--- src/rtl/bgs_pkg.sv ---
// Shared constants, codes and types of the bar graph scaler.
package bgs_pkg;

    localparam int MAX_SAMPLES = 63;
    localparam int CNT_W       = $clog2(MAX_SAMPLES + 1);
    localparam int ADDR_W      = $clog2(MAX_SAMPLES);
    localparam int SAMPLE_W    = 32;
    localparam int COORD_W     = 12;
    localparam int POS_W       = 13;
    localparam int COLOR_W     = 8;
    localparam int KIND_W      = 2;
    localparam int ES_W        = 2;
    localparam int REG_IDX_W   = 3;
    localparam int REG_DATA_W  = 12;

    typedef logic [KIND_W-1:0]    t_kind;
    typedef logic [ES_W-1:0]      t_esize;
    typedef logic [REG_IDX_W-1:0] t_reg_idx;

    // Command kinds.
    localparam t_kind KIND_BG     = 2'd0;
    localparam t_kind KIND_FLAT   = 2'd1;
    localparam t_kind KIND_RELIEF = 2'd2;

    // Element size codes.
    localparam t_esize ES_BYTE = 2'd0;
    localparam t_esize ES_HALF = 2'd1;
    localparam t_esize ES_WORD = 2'd2;
    localparam t_esize ES_NONE = 2'd3;

    // Configuration register indexes.
    localparam t_reg_idx REG_ORIGIN_X     = 3'd0;
    localparam t_reg_idx REG_ORIGIN_Y     = 3'd1;
    localparam t_reg_idx REG_AREA_WIDTH   = 3'd2;
    localparam t_reg_idx REG_AREA_HEIGHT  = 3'd3;
    localparam t_reg_idx REG_FG_COLOR     = 3'd4;
    localparam t_reg_idx REG_BG_COLOR     = 3'd5;
    localparam t_reg_idx REG_ELEMENT_SIZE = 3'd6;

    typedef struct packed {
        logic [KIND_W-1:0]  kind;
        logic [POS_W-1:0]   pos_x;
        logic [POS_W-1:0]   pos_y;
        logic [COORD_W-1:0] rect_width;
        logic [COORD_W-1:0] rect_height;
        logic [COLOR_W-1:0] color;
        logic               last_command;
    } t_cmd;

endpackage

--- src/rtl/bgs_cfg_if.sv ---
// Configuration write channel of the bar graph scaler.
interface bgs_cfg_if;
    logic                              valid;
    logic                              ready;
    logic [bgs_pkg::REG_IDX_W-1:0]     index;
    logic [bgs_pkg::REG_DATA_W-1:0]    data;

    modport source (output valid, output index, output data, input ready);
    modport sink (input valid, input index, input data, output ready);
endinterface

--- src/rtl/bgs_in_if.sv ---
// Sample input channel of the bar graph scaler.
interface bgs_in_if;
    logic                            valid;
    logic                            ready;
    logic [bgs_pkg::SAMPLE_W-1:0]    sample;
    logic                            last_sample;

    modport source (output valid, output sample, output last_sample, input ready);
    modport sink (input valid, input sample, input last_sample, output ready);
endinterface

--- src/rtl/bgs_out_if.sv ---
// Draw command output channel of the bar graph scaler.
interface bgs_out_if;
    logic                           valid;
    logic                           ready;
    logic [bgs_pkg::KIND_W-1:0]     kind;
    logic [bgs_pkg::POS_W-1:0]      pos_x;
    logic [bgs_pkg::POS_W-1:0]      pos_y;
    logic [bgs_pkg::COORD_W-1:0]    rect_width;
    logic [bgs_pkg::COORD_W-1:0]    rect_height;
    logic [bgs_pkg::COLOR_W-1:0]    color;
    logic                           last_command;

    modport source (output valid, output kind, output pos_x, output pos_y,
                    output rect_width, output rect_height, output color,
                    output last_command, input ready);
    modport sink (input valid, input kind, input pos_x, input pos_y,
                  input rect_width, input rect_height, input color,
                  input last_command, output ready);
endinterface

--- src/rtl/bar_graph_scaler_top.sv ---
// Bar graph scaler: collects samples and emits background and bar draw commands.
// A sample that is not the last one is taken and leaves the input ready for the next sample.
// After the last sample the sequencer runs a check, 12 divide steps (skipped when the count is
// clamped), a scan of the samples, a span step, read, value and emit steps per bar, and finish.
// Output stalls hold emit and finish; input is not ready until the final command is registered.
// Synchronous active-low reset clears configuration and control; the sample RAM is not cleared.
module bar_graph_scaler_top (
    input  logic        i_clk,
    input  logic        i_rst_n,
    bgs_cfg_if.sink     i_cfg,
    bgs_in_if.sink      i_in,
    bgs_out_if.source   o_out
);

    // Sequencer states.
    localparam logic [3:0] S_IDLE   = 4'd0;
    localparam logic [3:0] S_CHECK  = 4'd1;
    localparam logic [3:0] S_DIV    = 4'd2;
    localparam logic [3:0] S_SCAN   = 4'd3;
    localparam logic [3:0] S_SPAN   = 4'd4;
    localparam logic [3:0] S_BRD    = 4'd5;
    localparam logic [3:0] S_BV     = 4'd6;
    localparam logic [3:0] S_BEMIT  = 4'd7;
    localparam logic [3:0] S_FINISH = 4'd8;

    localparam int STEP_W = $clog2(bgs_pkg::COORD_W);
    localparam logic [STEP_W-1:0] DIV_LAST = STEP_W'(bgs_pkg::COORD_W - 1);

    // Configuration registers. The write port never stalls.
    logic [bgs_pkg::COORD_W-1:0] r_origin_x, r_origin_y, r_area_w, r_area_h;
    logic [bgs_pkg::COLOR_W-1:0] r_fg_color, r_bg_color;
    bgs_pkg::t_esize             r_esize;

    assign i_cfg.ready = 1'b1;

    always_ff @(posedge i_clk) begin
        if (!i_rst_n) begin
            r_origin_x <= '0;
            r_origin_y <= '0;
            r_area_w   <= '0;
            r_area_h   <= '0;
            r_fg_color <= '0;
            r_bg_color <= '0;
            r_esize    <= '0;
        end else if (i_cfg.valid) begin
            unique case (i_cfg.index)
                bgs_pkg::REG_ORIGIN_X:     r_origin_x <= i_cfg.data;
                bgs_pkg::REG_ORIGIN_Y:     r_origin_y <= i_cfg.data;
                bgs_pkg::REG_AREA_WIDTH:   r_area_w   <= i_cfg.data;
                bgs_pkg::REG_AREA_HEIGHT:  r_area_h   <= i_cfg.data;
                bgs_pkg::REG_FG_COLOR:     r_fg_color <= i_cfg.data[bgs_pkg::COLOR_W-1:0];
                bgs_pkg::REG_BG_COLOR:     r_bg_color <= i_cfg.data[bgs_pkg::COLOR_W-1:0];
                bgs_pkg::REG_ELEMENT_SIZE: r_esize    <= i_cfg.data[bgs_pkg::ES_W-1:0];
                default: ;
            endcase
        end
    end

    // Sequencer and datapath registers.
    logic [3:0]                   r_state, n_state;
    logic [bgs_pkg::CNT_W-1:0]    r_cnt, n_cnt;
    logic [bgs_pkg::SAMPLE_W-1:0] r_min, n_min, r_max, n_max;
    logic [bgs_pkg::CNT_W-1:0]    r_n, n_n;
    logic [bgs_pkg::COORD_W-1:0]  r_itw, n_itw;
    logic [bgs_pkg::COORD_W-1:0]  r_dq, n_dq;
    logic [bgs_pkg::CNT_W-1:0]    r_rem, n_rem;
    logic [STEP_W-1:0]            r_step, n_step;
    logic [bgs_pkg::CNT_W-1:0]    r_idx, n_idx;
    logic                         r_sv, n_sv;
    logic [bgs_pkg::COORD_W-1:0]  r_span, n_span, r_extra, n_extra, r_v, n_v;
    logic [bgs_pkg::POS_W-1:0]    r_x, n_x;
    logic                         r_pv, n_pv, r_ov, n_ov;
    bgs_pkg::t_cmd                r_pend, n_pend, r_out, n_out;

    // Sample store.
    logic                         ram_we;
    logic [bgs_pkg::SAMPLE_W-1:0] ram_wdata, ram_rdata;

    bgs_ram #(
        .WIDTH (bgs_pkg::SAMPLE_W),
        .DEPTH (bgs_pkg::MAX_SAMPLES)
    ) u_store (
        .i_clk   (i_clk),
        .i_we    (ram_we),
        .i_waddr (r_cnt[bgs_pkg::ADDR_W-1:0]),
        .i_wdata (ram_wdata),
        .i_raddr (r_idx[bgs_pkg::ADDR_W-1:0]),
        .o_rdata (ram_rdata)
    );

    assign i_in.ready = (r_state == S_IDLE);

    assign o_out.valid        = r_ov;
    assign o_out.kind         = r_out.kind;
    assign o_out.pos_x        = r_out.pos_x;
    assign o_out.pos_y        = r_out.pos_y;
    assign o_out.rect_width   = r_out.rect_width;
    assign o_out.rect_height  = r_out.rect_height;
    assign o_out.color        = r_out.color;
    assign o_out.last_command = r_out.last_command;

    always_comb begin
        logic                         push_ok;
        logic                         out_free;
        logic [bgs_pkg::CNT_W:0]      div_t;
        logic [bgs_pkg::CNT_W:0]      div_d;
        logic                         div_ge;
        logic [bgs_pkg::SAMPLE_W-1:0] diff;
        bgs_pkg::t_cmd                bar;

        n_state  = r_state;
        n_cnt    = r_cnt;
        n_min    = r_min;
        n_max    = r_max;
        n_n      = r_n;
        n_itw    = r_itw;
        n_dq     = r_dq;
        n_rem    = r_rem;
        n_step   = r_step;
        n_idx    = r_idx;
        n_sv     = r_sv;
        n_span   = r_span;
        n_extra  = r_extra;
        n_v      = r_v;
        n_x      = r_x;
        n_pv     = r_pv;
        n_pend   = r_pend;
        n_ov     = r_ov;
        n_out    = r_out;
        ram_we   = 1'b0;
        ram_wdata = i_in.sample;

        // The output register empties when its word is taken.
        if (r_ov && o_out.ready) begin
            n_ov = 1'b0;
        end
        out_free = !r_ov || o_out.ready;
        // A new command can enter the pending slot when that slot is empty or can move on.
        push_ok  = !r_pv || out_free;

        div_t  = {r_rem, r_dq[bgs_pkg::COORD_W-1]};
        div_d  = {1'b0, r_n};
        div_ge = (div_t >= div_d);
        diff   = ram_rdata - r_min;

        bar.kind         = (r_itw < bgs_pkg::COORD_W'(2)) ? bgs_pkg::KIND_FLAT
                                                          : bgs_pkg::KIND_RELIEF;
        bar.pos_x        = r_x;
        bar.pos_y        = bgs_pkg::POS_W'(r_origin_y) + bgs_pkg::POS_W'(r_span - r_v);
        bar.rect_width   = r_itw;
        bar.rect_height  = r_v + r_extra;
        bar.color        = r_fg_color;
        bar.last_command = 1'b0;

        unique case (r_state)
            S_IDLE: begin
                if (i_in.valid) begin
                    unique case (r_esize)
                        bgs_pkg::ES_BYTE: ram_wdata = {24'd0, i_in.sample[7:0]};
                        bgs_pkg::ES_HALF: ram_wdata = {16'd0, i_in.sample[15:0]};
                        default:          ram_wdata = i_in.sample;
                    endcase
                    // Samples past the store's depth are dropped.
                    if (r_cnt < bgs_pkg::CNT_W'(bgs_pkg::MAX_SAMPLES)) begin
                        ram_we = 1'b1;
                        n_cnt  = r_cnt + 1'b1;
                    end
                    if (i_in.last_sample) begin
                        n_state = S_CHECK;
                    end
                end
            end
            S_CHECK: begin
                if (r_area_w == '0 || r_area_h == '0) begin
                    n_cnt   = '0;
                    n_min   = '1;
                    n_max   = '0;
                    n_state = S_IDLE;
                end else begin
                    n_pend.kind         = bgs_pkg::KIND_BG;
                    n_pend.pos_x        = bgs_pkg::POS_W'(r_origin_x);
                    n_pend.pos_y        = bgs_pkg::POS_W'(r_origin_y);
                    n_pend.rect_width   = r_area_w;
                    n_pend.rect_height  = r_area_h;
                    n_pend.color        = r_bg_color;
                    n_pend.last_command = 1'b0;
                    n_pv                = 1'b1;
                    n_idx               = '0;
                    n_sv                = 1'b0;
                    if (r_esize == bgs_pkg::ES_NONE) begin
                        n_state = S_FINISH;
                    end else if (bgs_pkg::COORD_W'(r_cnt) > r_area_w) begin
                        n_n     = r_area_w[bgs_pkg::CNT_W-1:0];
                        n_itw   = bgs_pkg::COORD_W'(1);
                        n_state = S_SCAN;
                    end else begin
                        n_n     = r_cnt;
                        n_dq    = r_area_w;
                        n_rem   = '0;
                        n_step  = '0;
                        n_state = S_DIV;
                    end
                end
            end
            S_DIV: begin
                // One restoring division step of area width by the count.
                n_rem  = div_ge ? bgs_pkg::CNT_W'(div_t - div_d) : div_t[bgs_pkg::CNT_W-1:0];
                n_dq   = {r_dq[bgs_pkg::COORD_W-2:0], div_ge};
                n_step = r_step + 1'b1;
                if (r_step == DIV_LAST) begin
                    n_itw   = {r_dq[bgs_pkg::COORD_W-2:0], div_ge};
                    n_state = S_SCAN;
                end
            end
            S_SCAN: begin
                // Reads run one ahead of the compare; r_sv marks valid read data.
                if (r_sv) begin
                    if (ram_rdata > r_max) n_max = ram_rdata;
                    if (ram_rdata < r_min) n_min = ram_rdata;
                end
                if (r_idx != r_n) begin
                    n_idx = r_idx + 1'b1;
                    n_sv  = 1'b1;
                end else begin
                    n_sv = 1'b0;
                    if (!r_sv) begin
                        n_state = S_SPAN;
                    end
                end
            end
            S_SPAN: begin
                diff = r_max - r_min;
                n_x   = bgs_pkg::POS_W'(r_origin_x);
                n_idx = '0;
                if (diff == '0) begin
                    n_state = S_FINISH;
                end else begin
                    if (diff > bgs_pkg::SAMPLE_W'(r_area_h)) begin
                        n_span  = r_area_h;
                        n_extra = '0;
                    end else begin
                        n_span  = diff[bgs_pkg::COORD_W-1:0];
                        n_extra = r_area_h - diff[bgs_pkg::COORD_W-1:0];
                    end
                    n_state = S_BRD;
                end
            end
            S_BRD: begin
                n_state = S_BV;
            end
            S_BV: begin
                n_v = (diff > bgs_pkg::SAMPLE_W'(r_span)) ? r_span
                                                          : diff[bgs_pkg::COORD_W-1:0];
                n_state = S_BEMIT;
            end
            S_BEMIT: begin
                // A bar at the minimum draws nothing but still takes its column.
                if (r_v == '0 || push_ok) begin
                    if (r_v != '0) begin
                        if (r_pv) begin
                            n_out = r_pend;
                            n_out.last_command = 1'b0;
                            n_ov = 1'b1;
                        end
                        n_pend = bar;
                        n_pv   = 1'b1;
                    end
                    n_x = r_x + bgs_pkg::POS_W'(r_itw);
                    if (r_idx == r_n - 1'b1) begin
                        n_state = S_FINISH;
                    end else begin
                        n_idx   = r_idx + 1'b1;
                        n_state = S_BRD;
                    end
                end
            end
            S_FINISH: begin
                // The held command is the graph's final word.
                if (out_free) begin
                    if (r_pv) begin
                        n_out = r_pend;
                        n_out.last_command = 1'b1;
                        n_ov = 1'b1;
                    end
                    n_pv    = 1'b0;
                    n_cnt   = '0;
                    n_min   = '1;
                    n_max   = '0;
                    n_state = S_IDLE;
                end
            end
            default: begin
                n_state = S_IDLE;
            end
        endcase
    end

    always_ff @(posedge i_clk) begin
        if (!i_rst_n) begin
            r_state <= S_IDLE;
            r_cnt   <= '0;
            r_min   <= '1;
            r_max   <= '0;
            r_sv    <= 1'b0;
            r_pv    <= 1'b0;
            r_ov    <= 1'b0;
        end else begin
            r_state <= n_state;
            r_cnt   <= n_cnt;
            r_min   <= n_min;
            r_max   <= n_max;
            r_sv    <= n_sv;
            r_pv    <= n_pv;
            r_ov    <= n_ov;
        end
    end

    always_ff @(posedge i_clk) begin
        r_n     <= n_n;
        r_itw   <= n_itw;
        r_dq    <= n_dq;
        r_rem   <= n_rem;
        r_step  <= n_step;
        r_idx   <= n_idx;
        r_span  <= n_span;
        r_extra <= n_extra;
        r_v     <= n_v;
        r_x     <= n_x;
        r_pend  <= n_pend;
        r_out   <= n_out;
    end

endmodule

--- src/rtl/bgs_ram.sv ---
// Generic simple dual port RAM with registered read data.
module bgs_ram #(
    parameter int WIDTH = 32,
    parameter int DEPTH = 64
) (
    input  logic                                      i_clk,
    input  logic                                      i_we,
    input  logic [(DEPTH > 1 ? $clog2(DEPTH) : 1)-1:0] i_waddr,
    input  logic [WIDTH-1:0]                          i_wdata,
    input  logic [(DEPTH > 1 ? $clog2(DEPTH) : 1)-1:0] i_raddr,
    output logic [WIDTH-1:0]                          o_rdata
);
    logic [WIDTH-1:0] r_mem [DEPTH];
    logic [WIDTH-1:0] r_rdata;

    always_ff @(posedge i_clk) begin
        if (i_we) begin
            r_mem[i_waddr] <= i_wdata;
        end
        r_rdata <= r_mem[i_raddr];
    end

    assign o_rdata = r_rdata;
endmodule
--- src/flat_wrapper.sv ---
// flat-port wrapper written by rule: the top's interface ports become plain ports
module bar_graph_scaler_top_flat 
  (i_clk, i_rst_n, i_cfg_valid, i_cfg_index, i_cfg_data, i_cfg_ready, i_in_valid, i_in_sample, i_in_last_sample, i_in_ready, o_out_valid, o_out_kind, o_out_pos_x, o_out_pos_y, o_out_rect_width, o_out_rect_height, o_out_color, o_out_last_command, o_out_ready);
  bgs_cfg_if i_cfg_i ();
  bgs_in_if i_in_i ();
  bgs_out_if o_out_i ();
  input  logic i_clk;
  input  logic i_rst_n;
  input wire logic [$bits(i_cfg_i.valid)-1:0] i_cfg_valid;
  input wire logic [$bits(i_cfg_i.index)-1:0] i_cfg_index;
  input wire logic [$bits(i_cfg_i.data)-1:0] i_cfg_data;
  output wire logic [$bits(i_cfg_i.ready)-1:0] i_cfg_ready;
  input wire logic [$bits(i_in_i.valid)-1:0] i_in_valid;
  input wire logic [$bits(i_in_i.sample)-1:0] i_in_sample;
  input wire logic [$bits(i_in_i.last_sample)-1:0] i_in_last_sample;
  output wire logic [$bits(i_in_i.ready)-1:0] i_in_ready;
  output wire logic [$bits(o_out_i.valid)-1:0] o_out_valid;
  output wire logic [$bits(o_out_i.kind)-1:0] o_out_kind;
  output wire logic [$bits(o_out_i.pos_x)-1:0] o_out_pos_x;
  output wire logic [$bits(o_out_i.pos_y)-1:0] o_out_pos_y;
  output wire logic [$bits(o_out_i.rect_width)-1:0] o_out_rect_width;
  output wire logic [$bits(o_out_i.rect_height)-1:0] o_out_rect_height;
  output wire logic [$bits(o_out_i.color)-1:0] o_out_color;
  output wire logic [$bits(o_out_i.last_command)-1:0] o_out_last_command;
  input wire logic [$bits(o_out_i.ready)-1:0] o_out_ready;
  assign i_cfg_i.valid = i_cfg_valid;
  assign i_cfg_i.index = i_cfg_index;
  assign i_cfg_i.data = i_cfg_data;
  assign i_cfg_ready = i_cfg_i.ready;
  assign i_in_i.valid = i_in_valid;
  assign i_in_i.sample = i_in_sample;
  assign i_in_i.last_sample = i_in_last_sample;
  assign i_in_ready = i_in_i.ready;
  assign o_out_valid = o_out_i.valid;
  assign o_out_kind = o_out_i.kind;
  assign o_out_pos_x = o_out_i.pos_x;
  assign o_out_pos_y = o_out_i.pos_y;
  assign o_out_rect_width = o_out_i.rect_width;
  assign o_out_rect_height = o_out_i.rect_height;
  assign o_out_color = o_out_i.color;
  assign o_out_last_command = o_out_i.last_command;
  assign o_out_i.ready = o_out_ready;
  bar_graph_scaler_top u_core (.i_clk(i_clk), .i_rst_n(i_rst_n), .i_cfg(i_cfg_i), .i_in(i_in_i), .o_out(o_out_i));
endmodule
--- config.mk ---
export PLATFORM = sky130hd
export DESIGN_NAME = bar_graph_scaler_top_flat
export DESIGN_NICKNAME = d
export VERILOG_FILES = /design/src/rtl/bgs_pkg.sv /design/src/rtl/bgs_cfg_if.sv /design/src/rtl/bgs_in_if.sv /design/src/rtl/bgs_out_if.sv /design/src/rtl/bar_graph_scaler_top.sv /design/src/rtl/bgs_ram.sv /design/src/flat_wrapper.sv
export SDC_FILE = /design/constraint.sdc
export NUM_CORES = 2
export LEC_CHECK = 0
export ABC_AREA = 1
export BUFFER_PORTS_ARGS = -buffer_cell sky130_fd_sc_hd__buf_4
export CORE_MARGIN = 1.5
export CORE_UTILIZATION = 55
export CTS_BUF_LIST = sky130_fd_sc_hd__clkbuf_4 sky130_fd_sc_hd__clkbuf_8
export DETAILED_ROUTE_END_ITERATION = 16
export PLACE_DENSITY = 0.8
export SKIP_CTS_REPAIR_TIMING = 1
export SLEW_MARGIN = 20
export SYNTH_ARGS = -nofsm -noshare
export SYNTH_HDL_FRONTEND = slang
export SYNTH_SLANG_ARGS = --single-unit
export TNS_END_PERCENT = 5
--- constraint.sdc ---
create_clock -name i_clk -period 11.3 [get_ports i_clk]
set_input_delay 1.13 -clock i_clk [delete_from_list [all_inputs] [get_ports i_clk]]
set_output_delay 1.13 -clock i_clk [all_outputs]
set_load 0.005 [all_outputs]
* Word level (Yosys, flattened, before mapping) *
Memories as Yosys holds them, arrays and structs flattened. A register that Yosys moved wholly into a read port is not among the register bits.
Index checks and enable logic that the tools add are counted.

storage, ports and cells
  flip-flop bits (word level) = 359
  bits in writable memories = 2,016
  input port bits = 53
  output and inout port bits = 64
  logic and storage cells = 235
  memories kept = 1

operators by class
  add/subtract/negate cells = 12
  magnitude comparators = 8
  equality and inequality tests = 40
  multiplexer cells = 89
  bitwise gates (word level) = 3
  reduce and logical (&&, ||, !) cells = 45

memories
  memory                depth  bits a word  rd ports  clocked after memory_dff  wr ports  RTL line       text
  u_core.u_store.r_mem  63     32           1         1                         1         bgs_ram.sv:13  logic [WIDTH-1:0] r_mem [DEPTH];

operators with widths
  cell                  count
  $mux W61              8
  $mux W32              10
  $pmux W61 S2          2
  $pmux W32 S3          2
  $mux W12              9
  $mux W6               13
  $gt A32 B12 Y1        2
  $pmux W32 S2          1
  $sub A32 B32 Y32      2
  $mux W4               14
  $pmux W12 S2          2
  $logic_not A12 Y1     3
  $pmux W4 S9           1
  $gt A32 B32 Y1        1
  $logic_not A32 Y1     1
  $lt A32 B32 Y1        1
  $reduce_and A5 Y1     6
  $ne A2 B1 Y1 const B  13
  $pmux W13 S2          1
  $pmux W6 S4           1
  $reduce_and A2 Y1     10
  $pmux W6 S3           1
  $mux W1               17
  $eq A4 B3 Y1 const B  4
  45 further kinds      72

* Depth between registers and ports, before layout *
  depth after elaboration = 6
  depth in mapped cells = 22
  depth with buffers taken out = 22

* By module *
From an unflattened synthesis, not the netlist that was laid out.

unflattened totals
  cell total of the unflattened synthesis = 9,654
  area total of the unflattened synthesis = 104,312.5 sq um

modules (own cells, without submodules)
  module                times used  cells each  area an instance (sq um)  sequential area each (sq um)
  bgs_ram               1           6,700       81,526.9                  61,178.7
  bar_graph_scaler_top  1           2,954       22,785.6                  9,349.0

* Worst setup path before layout *
OpenSTA, ideal clock, no wires.

  path type = in2reg
  start point = input o_out_ready
  end point = register u_core.r_out (netlist bit u_core.o_out.color[0]) (enable)
  setup time = 0.555 ns
  data arrival time = 5.675 ns
  data required time = 10.745 ns
  setup slack = 5.069 ns
  cell stages on the path = 6
  buffers on the path = 0
  path through = nor2_1 > inv_1 > nor2_1 > nor2_1 > o21ai_0 > nor3_1

on the way
  cells in the longest elaborated chain, start to end = 5
  elaborated cells between the ends (all ways) = 6
  those cells by class = eq/ne (2); reduce/logical (4)

RTL lines
  element                               RTL line                     text
  start, declared                       flat_wrapper.sv:25           input wire logic [$bits(o_out_i.ready)-1:0] o_out_ready;
  $logic_or A1 B1 Y1 *                  bar_graph_scaler_top.sv:137  out_free = !r_ov || o_out.ready;
  $logic_or A1 B1 Y1                    bar_graph_scaler_top.sv:139  push_ok = !r_pv || out_free;
  $logic_or A1 B1 Y1                    bar_graph_scaler_top.sv:258  if (r_v == '0 || push_ok) begin
  $ne A2 B1 Y1 (no source line)         n/a
  $reduce_and A6 Y1 (no source line) *  n/a
  end signal, assigned                  bar_graph_scaler_top.sv:330  r_out <= n_out;
  end, declared                         bar_graph_scaler_top.sv:73   bgs_pkg::t_cmd r_pend, n_pend, r_out, n_out;

Mark *: on every way between the ends. The rest lies on a longest branch, timed or not.
A chain may end at the register's enable or synchronous reset.

==> run_results.csv <==
group,metric,value,unit
critical_path,slowest_delay,0.77,ns
yosys,synthTopCellsByCount,"2232 x edfxtp_1, 1349 x nor2_1, 1176 x o21ai_0, 905 x nand2_1, 502 x inv_1",
critical_path,cp_common_cell,"buf_4",
finish,instances_no_fill,11500,
global_route,gr-usage-all-layers,0.308,
yosys,synthFlopType,"edfxtp_1",
global_route,grt_pass1_vias,68900,
timing,rsz0062_at_grt,"false",
die,rows,157,
pwr,swShare,0.290,
critical_path,cp_max_fo,178,
die,die_h,433,um
pwr,power_density,185,nW/um^2
yosys,syn-num-nets,8861,
placement,hpwl,169000,um
die,start_util,0.554,
routing,dr_total_vias,72600,
clock_tree,cts_max_path_buffers,4,
placement,port_buffers,115,
routing,drtIter0Drc,11200,
global_route,grt_overflow_total,0,
timing,final_hold_viol_count,0,
yosys,syn_avg_cell_area,11.8,sq um
clock_tree,cts.clk_slew.worst_paths,0.07,ns
die,io_pins,117,
timing,clock_skew,0.112,ns
global_route,grt_max_degree,209,
timing,fin_tns_setup,0,ns
pwr,p_switching,6080,uW
critical_path,cp.required,12.31,ns
pwr,clkPwrFrac,0.345,
yosys,synth.distinct_cells,55,
placement,place_congestion,0.967,
global_route,grt_pass1_wl,428000,um
yosys,synth_top_area_share,0.660,
die,die_area,187000,sq um
yosys,synth_top_cell_by_area,"edfxtp_1",
timing,setup_viol,0,
pwr,p_total,21000,uW
routing,postRouteAntennaNets,0,
yosys,synth.most_common_cell,"edfxtp_1",
finish,fin_nets,8976,
critical_path,path_delay_family,"buffers and inverters",
yosys,yosysSeqAreaShare,0.695,
critical_path,cp.arrival,5.99,ns
global_route,antenna_found_initial,12,
yosys,async_reset_ff_frac,0,
routing,drc_errors,0,
finish,drive_gt1_frac,0.109,
die,coreArea,183000,sq um
die,die_w,433,um
hold_path,hp-class,"reg2reg",
routing,drtPass1Iterations,7,
timing,holdWs,0.405,ns
yosys,yosysWarnings,0,
critical_path,cp_num_buf_inv,4,
timing,relSlewSlack,0.223,
pwr,p_int,14900,uW
clock_tree,cts_root_buf,"clkbuf_8",
timing,max_freq,0.201,GHz
routing,detail_route.wl_per_cell,25.8,um
timing,min_period_over_period,0.441,
critical_path,path_cells,"buf_4, buf_12, buf_4, buf_4, o21ai_0, o221ai_1, nand3_1, nand4_1, nand3_1, nand2_1",
yosys,postSynthCellCount,8608,
timing,worst_pin_slew,1.16,ns
yosys,synth-seq-cells,2407,
pwr,p_seq_frac,0.491,
clock_tree,cts_tree,"built",
clock_tree,htree_levels,5,
clock_tree,clock-sinks,2407,
clock_tree,clk_latency,1.08,ns
critical_path,end_kind,"flip-flop",
pwr,ir_worst_vdd,0.140,mV
pwr,p_comb_frac,0.164,
placement,dp.cells,10800,
timing,drv_slew,0,
job,maxCapViolations,0,
yosys,synth-edff-count,2232,
routing,via_per_inst,6.33,
routing,wl,296000,um
timing,fin_crit,4.98,ns
finish,final_util,0.618,
outcome,status,"complete, no violations",
critical_path,worstSetupPathType,"reg2reg",
critical_path,slowest_stage,"buf_4",
yosys,synth.area.top_cells,"edfxtp_1 66%, o21ai_0 5.8%, nor2_1 5.0%, dfxtp_1 3.5%, nand2_1 3.3%",
pwr,p_leak,0.0392,uW
clock_tree,cts_buffers,374,
critical_path,start_kind,"flip-flop",
finish,area_growth,11.6,%
yosys,syn-cell-area,101000,sq um
layer usage:
metal  up-vias  GRT usage  wire (um)
met2      5123      0.474     134000
met1     34900      0.388     102000
met3      1028     0.0765      37700
met4         6      0.208      22200
li1      31600          -          -
met5         -          0         48
worst paths after layout:
path                                                     from                               endpoint  slack [ns]  depth (start not counted)
worst max-delay path            u_core.r_idx[0]$_SDFFCE_PN0P_     u_core.u_store.o_rdata[28]$_DFF_P_        6.32                         10
worst min-delay path               u_core.r_pend[9]$_DFFE_PP_  u_core.o_out.rect_height[0]$_DFFE_PP_        0.41                          0
worst max register to register  u_core.r_idx[0]$_SDFFCE_PN0P_     u_core.u_store.o_rdata[28]$_DFF_P_        6.32                         10
worst min register to register     u_core.r_pend[9]$_DFFE_PP_  u_core.o_out.rect_height[0]$_DFFE_PP_        0.41                          0
cells in the final DEF (no fill, tap or decap), types with 6 or more instances in the layout:
cell	netlist	routed
clkbuf_8	0	408
buf_16	0	22
clkbuf_4	0	136
a211oi_1	7	7
nor3_1	31	28
nor2_1	1349	1257
fa_1	18	18
buf_4	2	196
clkinv_2	0	25
ha_1	182	182
o22ai_1	288	288
nand3_1	270	263
nor2_4	0	91
dfxtp_1	175	175
diode_2	0	6
o21ai_0	1176	1176
edfxtp_1	2232	2232
nand2_2	6	7
nand2_1	905	904
bufinv_16	0	7
o221ai_1	205	205
xor2_1	45	45
a32o_1	30	30
buf_12	0	22
a21oi_1	292	292
inv_1	502	496
clkinv_1	2	68
nand3b_1	6	6
o21bai_1	18	18
nand4_1	102	102
o211ai_1	121	121
nand3_2	8	15
xnor2_1	23	23
clkinvlp_4	0	6
a21oi_2	7	7
or2_2	9	9
a31oi_1	34	34
nor4_1	7	7
sequential cells by signal, indices dropped and copies added, names as in the netlist, 13 cells and up:
signal / flops
u_core.u_store.r_mem: 2016
u_core.r_max: 32
u_core.u_store.o_rdata: 32
u_core.r_min: 32
u_core.o_out.pos_y: 13
u_core.o_out.pos_x: 13
u_core.r_pend: 60
u_core.r_x: 13
power by group through the flow:
stage               combinational, uW  clock, uW  sequential, uW
CTS                              3320       7240           10300
finish                           3440       7230           10300
global placement                 3210          0           10400
floorplan                        2110          0           10300
global route                     3670       7620           10300
detailed placement               3300          0           10400
area by class of cell:
class / count / area (sq um)
timing repair buffer: 241 / 2530
inverter: 508 / 1930
tap: 2464 / 3080
sequential: 2407 / 70500
multi-input combinational: 5191 / 27900
clock buffer: 544 / 6640
clock inverter: 106 / 651
fill: 13200 / 70000
antenna: 6 / 15.0
cells by family after synthesis:
family | synth area share
AO/OA/AOI/OAI | 0.127
XOR/XNOR | 0.00587
adder cells (fa/ha/maj) | 0.0260
buffers and inverters | 0.0380
flip-flops | 0.695
other | 0.0000369
AND/OR/NAND/NOR | 0.108
stage by stage:
stage | setup slack, ns | cell area [sq um]
finish | 6.32 | 113000
global route | 6.22 | 113000
CTS | 6.53 | 112000
detailed placement | 6.33 | 105000
global placement | 6.46 | 105000
floorplan | 5.07 | 102000
worst register-to-register path: stages, from the launching register on:
cell,delay (ns)
edfxtp_1,0.32
buf_4,0.77
buf_12,0.67
buf_4,0.90
buf_4,0.78
o21ai_0,0.30
o221ai_1,0.31
nand3_1,0.13
nand4_1,0.20
nand3_1,0.40
nand2_1,0.20
No activity file was read; power rests on OpenSTA's default activity.
